--- src/sv/omm_pkg.sv ---
`default_nettype none

package omm_pkg;

    localparam int OPCODE_W = 2;
    localparam int SYM_W    = 8;
    localparam int SLOT_W   = 6;
    localparam int CFG_W    = 7;
    localparam int FIELD_W  = 21;
    localparam int CNT_W    = 2;

    localparam logic [FIELD_W-1:0] COUNT_MAX = {FIELD_W{1'b1}};

    typedef enum logic [OPCODE_W-1:0] {
        OP_PATTERN = 2'd0,
        OP_TEXT    = 2'd1,
        OP_RESTART = 2'd2
    } opcode_t;

    typedef logic [CNT_W-1:0] count_t;
    typedef logic [SYM_W-1:0] sym_t;

    // Mismatch count saturates here: two or more mismatches mean no match
    localparam count_t CNT_SAT = 2'd2;

    typedef struct packed {
        logic              text_en;
        logic              clear;
        logic              wr_en;
        logic [SLOT_W-1:0] wr_idx;
        sym_t              sym;
    } cell_ctrl_t;

    typedef struct packed {
        logic               found;
        logic               exact;
        logic [FIELD_W-1:0] start;
        logic [FIELD_W-1:0] count;
    } result_t;

endpackage

`default_nettype wire

--- src/sv/omm_ifs.sv ---
`default_nettype none

interface omm_in_if;
    import omm_pkg::*;

    logic                valid;
    logic                ready;
    logic [OPCODE_W-1:0] opcode;
    logic [SYM_W-1:0]    symbol;
    logic [SLOT_W-1:0]   pattern_index;

    modport source (output valid, output opcode, output symbol, output pattern_index,
                    input ready);
    modport sink   (input valid, input opcode, input symbol, input pattern_index,
                    output ready);
endinterface

interface omm_out_if;
    import omm_pkg::*;

    logic               valid;
    logic               ready;
    logic               match_found;
    logic               exact_match;
    logic [FIELD_W-1:0] start_position;
    logic [FIELD_W-1:0] match_count;

    modport source (output valid, output match_found, output exact_match,
                    output start_position, output match_count, input ready);
    modport sink   (input valid, input match_found, input exact_match,
                    input start_position, input match_count, output ready);
endinterface

`default_nettype wire

--- src/sv/one_mismatch_pattern_matcher.sv ---
`default_nettype none

// Channel   Dir  Payload                                                   Handshake
// in_ch     in   opcode, symbol, pattern_index                             valid/ready
// out_ch    out  match_found, exact_match, start_position, match_count     valid/ready
// cfg       in   cfg_write_data (pattern_length)                           cfg_write_en
//
// One transaction in per cycle unless the buffer is full; one registered result each.
// Each text symbol advances every cell of the chain in that same cycle; the tap at
// the cell for the current pattern length yields the completed alignment.
// Reset clears the cell counts, text position and match count; pattern symbols
// are undefined until written.
// A two-entry output buffer keeps input ready while one result waits downstream.

module one_mismatch_pattern_matcher #(
    parameter int PATTERN_MAX = 64,
    parameter int TEXT_MAX    = 1048576
) (
    input  wire                         clk,
    input  wire                         rst_n,
    omm_in_if.sink                      in_ch,
    omm_out_if.source                   out_ch,
    input  wire                         cfg_write_en,
    input  wire [omm_pkg::CFG_W-1:0]    cfg_write_data
);
    import omm_pkg::*;

    localparam int LEN_W = $clog2(PATTERN_MAX + 1);
    localparam int CMP_W = (LEN_W > CFG_W) ? LEN_W : CFG_W;
    localparam int POS_W = $clog2(TEXT_MAX + 1);
    localparam int SUM_W = (POS_W + 1 > FIELD_W) ? POS_W + 1 : FIELD_W;

    logic [LEN_W-1:0]   len_reg;
    logic [LEN_W-1:0]   len_next;
    logic [CMP_W-1:0]   cfg_ext;
    logic [POS_W-1:0]   pos_reg;
    logic [POS_W-1:0]   pos_next;
    logic [FIELD_W-1:0] total_reg;
    logic [FIELD_W-1:0] total_next;

    logic               accept;
    logic               can_accept;
    opcode_t            op;
    cell_ctrl_t         ctrl;
    count_t             link [PATTERN_MAX+1];
    count_t             tap  [PATTERN_MAX];
    count_t             done;
    logic [SUM_W-1:0]   end_pos;
    logic [SUM_W-1:0]   start_full;
    logic               hit;
    result_t            res;

    assign in_ch.ready = can_accept;
    assign accept      = in_ch.valid && can_accept;
    assign op          = opcode_t'(in_ch.opcode);

    // Clamp the length register into 1..PATTERN_MAX when it is written
    always_comb
    begin
        cfg_ext = CMP_W'(cfg_write_data);
        if (cfg_ext == '0)
        begin
            len_next = LEN_W'(1);
        end
        else if (cfg_ext > CMP_W'(PATTERN_MAX))
        begin
            len_next = LEN_W'(PATTERN_MAX);
        end
        else
        begin
            len_next = LEN_W'(cfg_ext);
        end
    end

    always_comb
    begin
        ctrl.text_en = accept && (op == OP_TEXT) && (pos_reg < POS_W'(TEXT_MAX));
        ctrl.clear   = accept && (op == OP_RESTART);
        ctrl.wr_en   = accept && (op == OP_PATTERN);
        ctrl.wr_idx  = in_ch.pattern_index;
        ctrl.sym     = in_ch.symbol;
    end

    assign link[0] = '0;

    for (genvar j = 0; j < PATTERN_MAX; j++)
    begin : g_cell
        omm_cell #(
            .CELL_IDX (j),
            .LEN_W    (LEN_W)
        ) u_cell (
            .clk      (clk),
            .rst_n    (rst_n),
            .ctrl     (ctrl),
            .prev_cnt (link[j]),
            .len      (len_reg),
            .bump_cnt (link[j+1]),
            .tap_cnt  (tap[j])
        );
    end

    // Only the tapped cell drives a nonzero count
    always_comb
    begin
        done = '0;
        for (int k = 0; k < PATTERN_MAX; k++)
        begin
            done = done | tap[k];
        end
    end

    always_comb
    begin
        end_pos    = SUM_W'(pos_reg) + SUM_W'(1);
        start_full = end_pos - SUM_W'(len_reg) + SUM_W'(1);
        hit        = ctrl.text_en && (end_pos >= SUM_W'(len_reg)) && (done != CNT_SAT);
    end

    always_comb
    begin
        pos_next   = pos_reg;
        total_next = total_reg;
        if (ctrl.clear)
        begin
            pos_next   = '0;
            total_next = '0;
        end
        else if (ctrl.text_en)
        begin
            pos_next = pos_reg + POS_W'(1);
            if (hit && (total_reg != COUNT_MAX))
            begin
                total_next = total_reg + FIELD_W'(1);
            end
        end
    end

    always_comb
    begin
        res.found = hit;
        res.exact = hit && (done == '0);
        res.start = hit ? start_full[FIELD_W-1:0] : '0;
        res.count = total_next;
    end

    always_ff @(posedge clk or negedge rst_n)
    begin
        if (!rst_n)
        begin
            len_reg   <= LEN_W'(1);
            pos_reg   <= '0;
            total_reg <= '0;
        end
        else
        begin
            if (cfg_write_en)
            begin
                len_reg <= len_next;
            end
            pos_reg   <= pos_next;
            total_reg <= total_next;
        end
    end

    omm_out_buf u_out_buf (
        .clk        (clk),
        .rst_n      (rst_n),
        .push       (accept),
        .res        (res),
        .can_accept (can_accept),
        .out_ch     (out_ch)
    );

endmodule

`default_nettype wire

--- src/sv/omm_cell.sv ---
`default_nettype none

module omm_cell #(
    parameter int CELL_IDX = 0,
    parameter int LEN_W    = 7
) (
    input  wire                  clk,
    input  wire                  rst_n,
    input  omm_pkg::cell_ctrl_t  ctrl,
    input  omm_pkg::count_t      prev_cnt,
    input  wire [LEN_W-1:0]      len,
    output omm_pkg::count_t      bump_cnt,
    output omm_pkg::count_t      tap_cnt
);
    import omm_pkg::*;

    count_t          cnt_reg;
    count_t          cnt_next;
    sym_t            sym_reg;
    logic [CNT_W:0]  sum;
    logic            write_hit;
    logic            is_tap;

    assign write_hit = ctrl.wr_en && (32'(ctrl.wr_idx) == CELL_IDX);
    assign is_tap    = (len == LEN_W'(CELL_IDX + 1));

    // Count this alignment's mismatch against the pattern symbol held here
    always_comb
    begin
        sum = {1'b0, cnt_reg} + {{CNT_W{1'b0}}, (ctrl.sym != sym_reg)};
        if (sum > {1'b0, CNT_SAT})
        begin
            bump_cnt = CNT_SAT;
        end
        else
        begin
            bump_cnt = sum[CNT_W-1:0];
        end
    end

    assign tap_cnt = is_tap ? bump_cnt : '0;

    always_comb
    begin
        cnt_next = cnt_reg;
        if (ctrl.clear)
        begin
            cnt_next = '0;
        end
        else if (ctrl.text_en)
        begin
            cnt_next = prev_cnt;
        end
    end

    always_ff @(posedge clk or negedge rst_n)
    begin
        if (!rst_n)
        begin
            cnt_reg <= '0;
        end
        else
        begin
            cnt_reg <= cnt_next;
        end
    end

    always_ff @(posedge clk)
    begin
        if (write_hit)
        begin
            sym_reg <= ctrl.sym;
        end
    end

endmodule

`default_nettype wire

--- src/sv/omm_out_buf.sv ---
`default_nettype none

module omm_out_buf (
    input  wire                clk,
    input  wire                rst_n,
    input  wire                push,
    input  omm_pkg::result_t   res,
    output logic               can_accept,
    omm_out_if.source          out_ch
);
    import omm_pkg::*;

    logic    out_valid_reg;
    logic    out_valid_next;
    result_t out_reg;
    result_t out_next;
    logic    skid_valid_reg;
    logic    skid_valid_next;
    result_t skid_reg;
    result_t skid_next;
    logic    out_free;

    assign out_free   = !out_valid_reg || out_ch.ready;
    assign can_accept = !skid_valid_reg;

    always_comb
    begin
        out_valid_next  = out_valid_reg;
        out_next        = out_reg;
        skid_valid_next = skid_valid_reg;
        skid_next       = skid_reg;
        if (out_free)
        begin
            if (skid_valid_reg)
            begin
                // Advance the held transaction, park the new one behind it
                out_valid_next  = 1'b1;
                out_next        = skid_reg;
                skid_valid_next = push;
                skid_next       = res;
            end
            else
            begin
                out_valid_next = push;
                out_next       = res;
            end
        end
        else if (push)
        begin
            skid_valid_next = 1'b1;
            skid_next       = res;
        end
    end

    always_ff @(posedge clk or negedge rst_n)
    begin
        if (!rst_n)
        begin
            out_valid_reg  <= 1'b0;
            skid_valid_reg <= 1'b0;
        end
        else
        begin
            out_valid_reg  <= out_valid_next;
            skid_valid_reg <= skid_valid_next;
        end
    end

    always_ff @(posedge clk)
    begin
        out_reg  <= out_next;
        skid_reg <= skid_next;
    end

    assign out_ch.valid          = out_valid_reg;
    assign out_ch.match_found    = out_reg.found;
    assign out_ch.exact_match    = out_reg.exact;
    assign out_ch.start_position = out_reg.start;
    assign out_ch.match_count    = out_reg.count;

endmodule

`default_nettype wire

--- src/flat_wrapper.sv ---
// flat-port wrapper written by rule: the top's interface ports become plain ports
module one_mismatch_pattern_matcher_flat import omm_pkg::*;
#(
    parameter int PATTERN_MAX = 64,
    parameter int TEXT_MAX    = 1048576
)
  (clk, rst_n, cfg_write_en, cfg_write_data, in_ch_valid, in_ch_opcode, in_ch_symbol, in_ch_pattern_index, in_ch_ready, out_ch_valid, out_ch_match_found, out_ch_exact_match, out_ch_start_position, out_ch_match_count, out_ch_ready);
  omm_in_if in_ch_i ();
  omm_out_if out_ch_i ();
  input  wire clk;
  input  wire rst_n;
  input  wire cfg_write_en;
  input  wire [omm_pkg::CFG_W-1:0] cfg_write_data;
  input wire logic [$bits(in_ch_i.valid)-1:0] in_ch_valid;
  input wire logic [$bits(in_ch_i.opcode)-1:0] in_ch_opcode;
  input wire logic [$bits(in_ch_i.symbol)-1:0] in_ch_symbol;
  input wire logic [$bits(in_ch_i.pattern_index)-1:0] in_ch_pattern_index;
  output wire logic [$bits(in_ch_i.ready)-1:0] in_ch_ready;
  output wire logic [$bits(out_ch_i.valid)-1:0] out_ch_valid;
  output wire logic [$bits(out_ch_i.match_found)-1:0] out_ch_match_found;
  output wire logic [$bits(out_ch_i.exact_match)-1:0] out_ch_exact_match;
  output wire logic [$bits(out_ch_i.start_position)-1:0] out_ch_start_position;
  output wire logic [$bits(out_ch_i.match_count)-1:0] out_ch_match_count;
  input wire logic [$bits(out_ch_i.ready)-1:0] out_ch_ready;
  assign in_ch_i.valid = in_ch_valid;
  assign in_ch_i.opcode = in_ch_opcode;
  assign in_ch_i.symbol = in_ch_symbol;
  assign in_ch_i.pattern_index = in_ch_pattern_index;
  assign in_ch_ready = in_ch_i.ready;
  assign out_ch_valid = out_ch_i.valid;
  assign out_ch_match_found = out_ch_i.match_found;
  assign out_ch_exact_match = out_ch_i.exact_match;
  assign out_ch_start_position = out_ch_i.start_position;
  assign out_ch_match_count = out_ch_i.match_count;
  assign out_ch_i.ready = out_ch_ready;
  one_mismatch_pattern_matcher #(.PATTERN_MAX(PATTERN_MAX), .TEXT_MAX(TEXT_MAX)) u_core (.clk(clk), .rst_n(rst_n), .in_ch(in_ch_i), .out_ch(out_ch_i), .cfg_write_en(cfg_write_en), .cfg_write_data(cfg_write_data));
endmodule
--- config.mk ---
export PLATFORM = sky130hd
export DESIGN_NAME = one_mismatch_pattern_matcher_flat
export DESIGN_NICKNAME = d
export VERILOG_FILES = /design/src/sv/omm_pkg.sv /design/src/sv/omm_ifs.sv /design/src/sv/one_mismatch_pattern_matcher.sv /design/src/sv/omm_cell.sv /design/src/sv/omm_out_buf.sv /design/src/flat_wrapper.sv
export SDC_FILE = /design/constraint.sdc
export NUM_CORES = 1
export LEC_CHECK = 0
export BUFFER_PORTS_ARGS = -buffer_cell sky130_fd_sc_hd__buf_2
export CAP_MARGIN = 20
export CELL_PAD_IN_SITES_DETAIL_PLACEMENT = 1
export CELL_PAD_IN_SITES_GLOBAL_PLACEMENT = 1
export CORE_MARGIN = 2
export CORE_UTILIZATION = 25
export DETAILED_ROUTE_END_ITERATION = 8
export PLACE_DENSITY_LB_ADDON = 0.3
export SETUP_SLACK_MARGIN = 0.05
export SKIP_CTS_REPAIR_TIMING = 1
export SLEW_MARGIN = 20
export SYNTH_ARGS = -nofsm -noshare
export SYNTH_HDL_FRONTEND = slang
export SYNTH_HIERARCHICAL = 1
export SYNTH_SLANG_ARGS = --single-unit
--- constraint.sdc ---
create_clock -name clk -period 14.85 [get_ports clk]
set_input_delay 1.485 -clock clk [delete_from_list [all_inputs] [get_ports clk]]
set_output_delay 1.485 -clock clk [all_outputs]
set_load 0.005 [all_outputs]
Word-level counts from Yosys, hierarchy flattened:

Index checks and enable logic that the tools add are counted.

* logic and storage cells: 891
* output and inout port bits: 46
* bits of input ports: 28
* register bits after elaboration: 779

* equality and inequality tests: 196
* mux-type cells: 272
* bitwise logic cells: 63
* $lt $le $gt $ge: 67
* reduce and logical (&&, ||, !) cells: 83
* add/sub/neg operators: 69

Operators by type and width (count)
* $mux 2: 256
* $ne 8x8->1: 64
* $eq 7x6->1 const B: 32
* $add 2x1->3: 64
* $eq 6x6->1 const B: 32
* $gt 3x2->1 const B: 64
* $mux 44: 4
* $mux 21: 6
* $or 2x2->2: 63
* $eq 7x5->1 const B: 16
* $eq 6x5->1 const B: 16
* $logic_and 1x1->1: 73
* $add 21x1->21 const B: 3
* $eq 7x4->1 const B: 8
* $eq 6x4->1 const B: 8
* $eq 7x3->1 const B: 4
* $eq 6x3->1 const B: 4
* $add 21x1->22 const B: 1
* $ge 22x7->1: 1
* $lt 21x21->1 const B: 1
* $ne 21x21->1 const B: 1
* $sub 21x7->21: 1
* $eq 7x2->1 const B: 2
* $mux 7: 2
* 16 further kinds: 24

Depth between registers and ports, before layout:

Gate-level depths: netlist of run 1.

* depth after elaboration: 76
* mapped depth: 18
* mapped depth without buffers: 16

By module:

The synthesis of run 1 kept the hierarchy.

By module, submodules not included
* omm_cell (u_core.g_cell[22].u_cell ...): cells each 39, sequential area each 290.3 µm², times used 11, area an instance 506.7 µm²
* omm_cell (u_core.g_cell[19].u_cell ...): cells each 40, sequential area each 290.3 µm², times used 9, area an instance 506.7 µm²
* one_mismatch_pattern_matcher: cells each 531, sequential area each 1227.4 µm², times used 1, area an instance 4345.4 µm²
* omm_cell (u_core.g_cell[20].u_cell ...): cells each 40, sequential area each 290.3 µm², times used 7, area an instance 504.2 µm²
* omm_out_buf: cells each 145, sequential area each 2692.6 µm², times used 1, area an instance 3338.2 µm²
* omm_cell (u_core.g_cell[14].u_cell ...): cells each 40, sequential area each 290.3 µm², times used 5, area an instance 509.2 µm²
* omm_cell (u_core.g_cell[12].u_cell ...): cells each 40, sequential area each 290.3 µm², times used 4, area an instance 511.7 µm²
* omm_cell (u_core.g_cell[16].u_cell ...): cells each 41, sequential area each 290.3 µm², times used 4, area an instance 506.7 µm²
* omm_cell (u_core.g_cell[51].u_cell ...): cells each 40, sequential area each 290.3 µm², times used 4, area an instance 501.7 µm²
* omm_cell (u_core.g_cell[52].u_cell ...): cells each 40, sequential area each 290.3 µm², times used 4, area an instance 499.2 µm²
* omm_cell (u_core.g_cell[10].u_cell ...): cells each 39, sequential area each 290.3 µm², times used 3, area an instance 511.7 µm²
* omm_cell (u_core.g_cell[17].u_cell ...): cells each 41, sequential area each 290.3 µm², times used 2, area an instance 509.2 µm²
* omm_cell (u_core.g_cell[31].u_cell ...): cells each 39, sequential area each 290.3 µm², times used 2, area an instance 509.2 µm²
* omm_cell (u_core.g_cell[54].u_cell ...): cells each 39, sequential area each 290.3 µm², times used 2, area an instance 500.5 µm²
* 7 more rows

Worst setup path before layout of run 1:

No wires, ideal clock.

* kind: input-to-reg
* start point: input in_ch_valid
* end point: register u_core.g_cell[0].u_cell.cnt_reg[0]
* slack: 6988 ps
* arrival: 7590 ps
* buffers on the path: 1
* data required time: 14578 ps
* library setup time: 272 ps
* stages: 7
* cell sequence: nand2_1 inv_1 nand3_1 inv_1 clkbuf_1 mux2i_1 nor2_1

RTL lines
* start: declaration: RTL line flat_wrapper.sv:14 `input wire logic [$bits(in_ch_i.valid)-1:0] in_ch_valid;`
* end signal: assignment: RTL line omm_cell.sv:64 `cnt_reg <= cnt_next;`
* end: declaration: RTL line omm_cell.sv:17 `count_t cnt_reg;`

==> impl_metrics.csv, run 1 <==
group,metric,value,unit
status,status,"completed",
sta,max_freq,0.145,GHz
setup_path,end_kind,"flip-flop",
synth,synthesis.area_per_instance,12.5,um2
setup_path,setup.worst_path.start_class,"input port",
floorplanning,fp.dieArea,0.164,mm2
setup_path,critPathArrivalTime,7.33,ns
global_routing,grt.met1_usage,17.6,%
placed_design,place.gp.congestion,0.745,
pwr,powerDensity,135,mW/mm2
sta,rsz0062_at_grt,"no",
clocking,path_clk_slew,0.06,ns
floorplanning,start_util,25.3,%
final_layout,drive_above_1_share,12.2,%
routing,viasPerCell,4.52,
sta,min_period,6.90,ns
global_routing,first_global_vias,26700,
floorplanning,pin_count,74,
synth,yosysWarnings,6,
global_routing,antenna_found_initial,2,
routing,ant_nets,0,
floorplanning,rows,146,
final_layout,diodes,0,
sta,hold_viol,0,
synth,synthDistinctLibCells,69,
clocking,clock_latency,0.69,ns
global_routing,grt_pass1_wl,163000,um
synth,synth_top_area_cell,"edfxtp_1",
global_routing,grt.total_usage,12.9,%
setup_path,path_max_fanout,61,
floorplanning,die_h,404,um
pwr,peakVddDrop,0.0830,mV
clocking,htreeDepth,3,
synth,synth_ff_type,"edfxtp_1",
global_routing,gr-usage-met2,21.0,%
final_layout,largest_reg_flops,512,
hold_path,min_path_cells,2,
clocking,cts-root-buf,"clkbuf_16",
synth,ys_ff_latch,779,
sta,report.final.slew_viol_count,0,
sta,finClkSkew,0.0470,ns
final_layout,seqCellArea,0.0225,mm2
clocking,cts_tree,"yes",
routing,routed_wl,106000,um
sta,period_share,46.5,%
routing,vias,25300,
synth,synthMostInstantiatedCell,"edfxtp_1",
sta,fin_tns_setup,0,ns
sta,final-setup-viol-count,0,
final_layout,final_nets,3709,
job,drv_cap,0,
synth,synth_area_leaders,"edfxtp_1, xor2_1, dfrtp_1",
setup_path,crit_type,"in2reg",
final_layout,multi_input_area,0.0166,mm2
global_routing,busiest_layer,"met2",
final_layout,area_growth,16.3,%
floorplanning,core-area,0.159,mm2
clocking,cts.path.max_buffers,3,
synth,synthArstFlopShare,23.0,%
global_routing,grt_use_met3,2.26,%
global_routing,grt_max_degree,82,
setup_path,r2r.worst_path.cells,15,
synth,synthCells,3219,
clocking,numCtsBuffers,89,
placed_design,portBuffers,73,
routing,drc,0,
sta,hold_slack,0.520,ns
pwr,total_power,6.29,mW
clocking,cts_num_sinks,779,
floorplanning,fp.dieW,404,um
setup_path,cp.required,15.27,ns
sta,worst_pin_slew,1.07,ns
synth,synth_top_area_share,44.9,%
routing,avgRoutedWirePerCell,18.9,um
sta,slew_headroom,28.5,%
global_routing,overflow,0,
pwr,p_leak,17.9,nW
routing,drt-initial-drc-count,1247,
routing,dr.pass1.iters,4,
placed_design,dp_hpwl,64300,um
synth,synth_edf_count,600,
synth,seq_area_frac_synth,56.1,%
synth,synth_area,0.0401,mm2
final_layout,fillers,17300,
synth,synthTopCellsByCount,"edfxtp_1, xor2_1, nor2_1",
hold_path,hp-class,"reg2reg",
-- cell usage in the layout, fill, tap and decap left out, types with 90 or more instances in the layout --
cell type / n
dfrtp_1: 171
ha_1: 231
inv_1: 277
clkbuf_16: 90
nand2_1: 187
edfxtp_1: 600
xor2_1: 529
nor2_1: 311
nor4_1: 178
mux2i_1: 131
-- routing by layer --
metal	part of all wire, %	vias up
li1	-	11900
met1	48	12800
met5	0	-
met3	3.6	127
met2	46	363
met4	2.1	0
-- metrics by stage --
step | utilization, % | area [um2] | setup WS [ns] | instances
CTS | 29.3 | 46600 | 7.80 | 5594
global placement | 27.5 | 43700 | 7.12 | 5427
floorplan | - | 40100 | 6.99 | 3220
global route | 29.4 | 46600 | 7.43 | 5594
detailed placement | 27.5 | 43700 | 7.06 | 5428
finish | 29.4 | 46600 | 7.95 | 5594
-- cell families (layout without fill, tap and decap cells) --
| family | after synthesis | count (layout) | share of synthesized area, % |
|---|---|---|---|
| muxes | 176 | 176 | 4.69 |
| DFF | 779 | 779 | 56.1 |
| buffers and inverters | 297 | 599 | 2.87 |
| and+or+nand+nor | 1060 | 1060 | 14.9 |
| other | 1 | 2 | 0.00936 |
| xor gates and xnor gates | 548 | 548 | 12.0 |
| AOI/OAI and AO/OA | 123 | 123 | 1.99 |
| adders and majority gates | 235 | 235 | 7.39 |
-- where the power goes --
part	total (mW)	internal (mW)	leakage, nW	switching [mW]
sequential	2.73	2.60	7.87	0.127
clock	2.16	1.21	1.39	0.943
combinational	1.40	0.518	8.62	0.886
total	6.29	4.33	17.9	1.96
-- critical path, cell delays in order --
cell and delay, ns:
buf_6 0.46, buf_4 0.58, buf_4 0.51, xor2_1 0.12, nor4_1 0.21, nand2_1 0.11
ha_1 0.29, and2_1 0.18, and3_1 0.15, nor4_1 0.78, nand4_1 0.39, nor4_1 0.59
buf_4 0.25, nand2_1 0.07, o211ai_2 0.33, inv_1 0.26, and2_1 0.25, mux2_4 0.26
-- cell type report --
class | count | area share (%)
Multi-Input combinational cell | 2144 | 35.5
Clock buffer | 127 | 5.34
Sequential cell | 779 | 48.3
Clock inverter | 39 | 0.752
Tap cell | 2072 | 5.56
Inverter | 279 | 2.27
Timing Repair Buffer | 154 | 2.24
-- final timing paths --
check / start / end / slack [ns]
setup / recovery: in_ch_symbol[2] / u_core/u_out_buf/out_ch.start_position[2] / 7.95
hold / removal: u_core/g_cell[28].u_cell/cnt_reg[1] / u_core/g_cell[28].u_cell/cnt_reg[1] / 0.52
setup reg to reg: u_core/g_cell[32].u_cell/sym_reg[6] / u_core/u_out_buf/out_ch.start_position[2] / 9.49
hold reg to reg: u_core/g_cell[28].u_cell/cnt_reg[1] / u_core/g_cell[28].u_cell/cnt_reg[1] / 0.52
max in group asynchronous: rst_n / u_core/g_cell[8].u_cell/cnt_reg[0] / 12.57
min in group asynchronous: rst_n / u_core/total_reg[12] / 0.85
Power figures use the tool's default switching activity.
==> run 2: changes to the inputs <==
- clock period: 14.85 -> 7.1 ns (I/O delays scaled with it)
==> run 2 against run 1 <==
- worst setup slack worse by 6.0 ns
- sequential power up 110%
- critical path depth unchanged
- total power up 110%
- non-clock buffer count up 38
- first-iteration DRC count up 4.9%
- register-to-register slack worse by 7.5 ns
- combinational power up 110%
- clock skew down 0.0079 ns
- sequential share of layout area down 0.67 points
==> impl_metrics.csv, run 2 (synthesis results as in run 1) <==
group,metric,value,unit
setup_path,end_kind,"flip-flop",
floorplanning,core-area,0.159,mm2
hold_path,hp-class,"in2reg",
clocking,cts-root-buf,"clkbuf_16",
routing,avgRoutedWirePerCell,18.3,um
floorplanning,rows,146,
routing,drc,0,
routing,wl_met3,3420,um
clocking,cts_num_sinks,779,
setup_path,crit_type,"in2reg",
setup_path,r2r.worst_path.cells,11,
final_layout,layout_common_cells,"edfxtp_1, xor2_1, nor2_1, inv_1, ha_1",
sta,final-setup-viol-count,0,
sta,worst_pin_slew,1.05,ns
pwr,p_leak,18.2,nW
final_layout,area_growth,17.9,%
sta,hold_viol,0,
routing,routed_wl,103000,um
clocking,clock_latency,0.72,ns
pwr,power_switching_share,30.4,%
routing,wl_met1,51000,um
clocking,numCtsBuffers,93,
placed_design,place.gp.congestion,0.731,
final_layout,final_nets,3751,
global_routing,first_global_vias,26300,
setup_path,cp.required,7.66,ns
sta,fin_tns_setup,0,ns
final_layout,largest_reg_flops,512,
pwr,p_sw,4.09,mW
pwr,p_int,9.39,mW
floorplanning,pin_count,74,
routing,dr.pass1.iters,5,
pwr,pwr-share-clk,36.0,%
setup_path,cp-startpoint,"in_ch_symbol[1]",
floorplanning,start_util,25.3,%
routing,wl_met2,46400,um
sta,min_period,5.20,ns
floorplanning,fp.dieW,404,um
setup_path,critical_path.endpoint,"u_core/u_out_buf/out_ch.match_count[7]",
routing,drt-initial-drc-count,1308,
clocking,path_clk_slew,0.06,ns
setup_path,critPathArrivalTime,5.76,ns
status,status,"completed",
sta,slew_headroom,29.8,%
final_layout,layout_commonest_cell,"edfxtp_1",
global_routing,antenna_found_initial,9,
routing,ant_nets,0,
global_routing,overflow,0,
routing,viasPerCell,4.47,
placed_design,dp_hpwl,65700,um
global_routing,grt_pass1_wl,161000,um
sta,max_freq,0.192,GHz
floorplanning,die_h,404,um
pwr,powerDensity,285,mW/mm2
job,drv_cap,0,
setup_path,r2r_start,"u_core/len_reg[0]",
setup_path,setup.worst_path.start_class,"input port",
routing,vias,25200,
routing,maxUsedRoutingLayer,"met5",
sta,report.final.slew_viol_count,0,
final_layout,diodes,0,
clocking,cts_tree,"yes",
sta,period_share,73.2,%
setup_path,r2r_end,"u_core/u_out_buf/out_ch.match_count[7]",
placed_design,portBuffers,73,
clocking,htreeDepth,3,
pwr,seqPwrFrac,42.5,%
sta,finClkSkew,0.0390,ns
sta,rsz0062_at_grt,"no",
setup_path,path_max_fanout,46,
pwr,combPwrFrac,21.6,%
global_routing,grt_max_degree,128,
global_routing,grt.total_usage,12.6,%
pwr,peakVddDrop,0.230,mV
sta,hold_slack,0.285,ns
final_layout,drive_above_1_share,13.1,%
setup_path,reg2reg_slack,2.00,ns
clocking,cts.path.max_buffers,3,
floorplanning,fp.dieArea,0.164,mm2
run 2: changes by cell type in the layout (fill, tap and decap cells not counted), sizes merged:
| cell | before | now |
|---|---|---|
| inv | 282 | 283 |
| clkinv | 31 | 41 |
| clkinvlp | 3 | 2 |
| dlygate4sd3 | 0 | 1 |
| bufinv | 2 | 10 |
| clkbuf | 128 | 117 |
| buf | 153 | 190 |
run 2: metrics by stage:
step | setup slack [ns] | area [um2] | total power [mW] | std cells | utilization, %
2_1_floorplan | 1.56 | 40100 | 7.68 | 3220 | -
3_3_place_gp | 1.22 | 44100 | 8.72 | 5463 | 27.8
3_5_place_dp | 1.19 | 44100 | 8.79 | 5463 | 27.8
4_1_cts | 1.91 | 47200 | 13.7 | 5636 | 29.7
5_1_grt | 1.52 | 47300 | 14.4 | 5639 | 29.8
6_report | 1.90 | 47300 | 13.5 | 5639 | 29.8
run 2: final cells by class:
class	count	area, um2
clock buffers	116	2480
multi-input cells	2144	16600
fillers	17300	111000
inverters	279	1060
clock inverters	57	622
flip-flops and latches	779	22500
repair buffers	192	1440
well taps	2072	2590
run 2: worst min path at each step:
stage / start / endpoint / slack (ns) / depth (start not counted)
2_1_floorplan: rst_n / u_core/g_cell[0].u_cell/cnt_reg[0] / 0.41 / 0
3_3_place_gp: u_core/g_cell[51].u_cell/cnt_reg[1] / u_core/g_cell[51].u_cell/cnt_reg[1] / 0.50 / 2
3_5_place_dp: u_core/total_reg[5] / u_core/total_reg[5] / 0.51 / 1
4_1_cts: rst_n / u_core/total_reg[11] / -0.05 / 1
5_1_grt: cfg_write_data[1] / u_core/len_reg[1] / 0.28 / 3
6_report: cfg_write_data[1] / u_core/len_reg[1] / 0.29 / 3
run 2: layer usage:
| metal | track usage (%) | vias up |
|---|---|---|
| li1 | - | 12000 |
| met1 | 17.7 | 12700 |
| met2 | 20.1 | 336 |
| met3 | 2.16 | 132 |
| met4 | 3.32 | 6 |
| met5 | 0 | - |
run 2: power by group through the flow:
stage          Clock (mW)  Sequential, mW  Combinational [mW]
4_1_cts              5.02            5.74                2.99
5_1_grt              5.18            5.79                3.40
2_1_floorplan           0            5.76                1.92
3_5_place_dp            0            5.82                2.97
3_3_place_gp            0            5.81                2.91
6_report             4.85            5.73                2.91
run 2: critical path, cell delays in order:
cell      delay [ns]
buf_6           0.43
buf_4           0.44
xor2_1          0.12
nor4_1          0.33
nand2_1         0.20
ha_1            0.22
inv_1           0.07
ha_1            0.14
inv_1           0.06
and3_1          0.18
nor4_1          0.29
nand4_1         0.27
or4_4           0.67
a22oi_4         0.24
o211ai_4        0.30
or4_1           0.57
a21oi_1         0.23
mux2_2          0.19
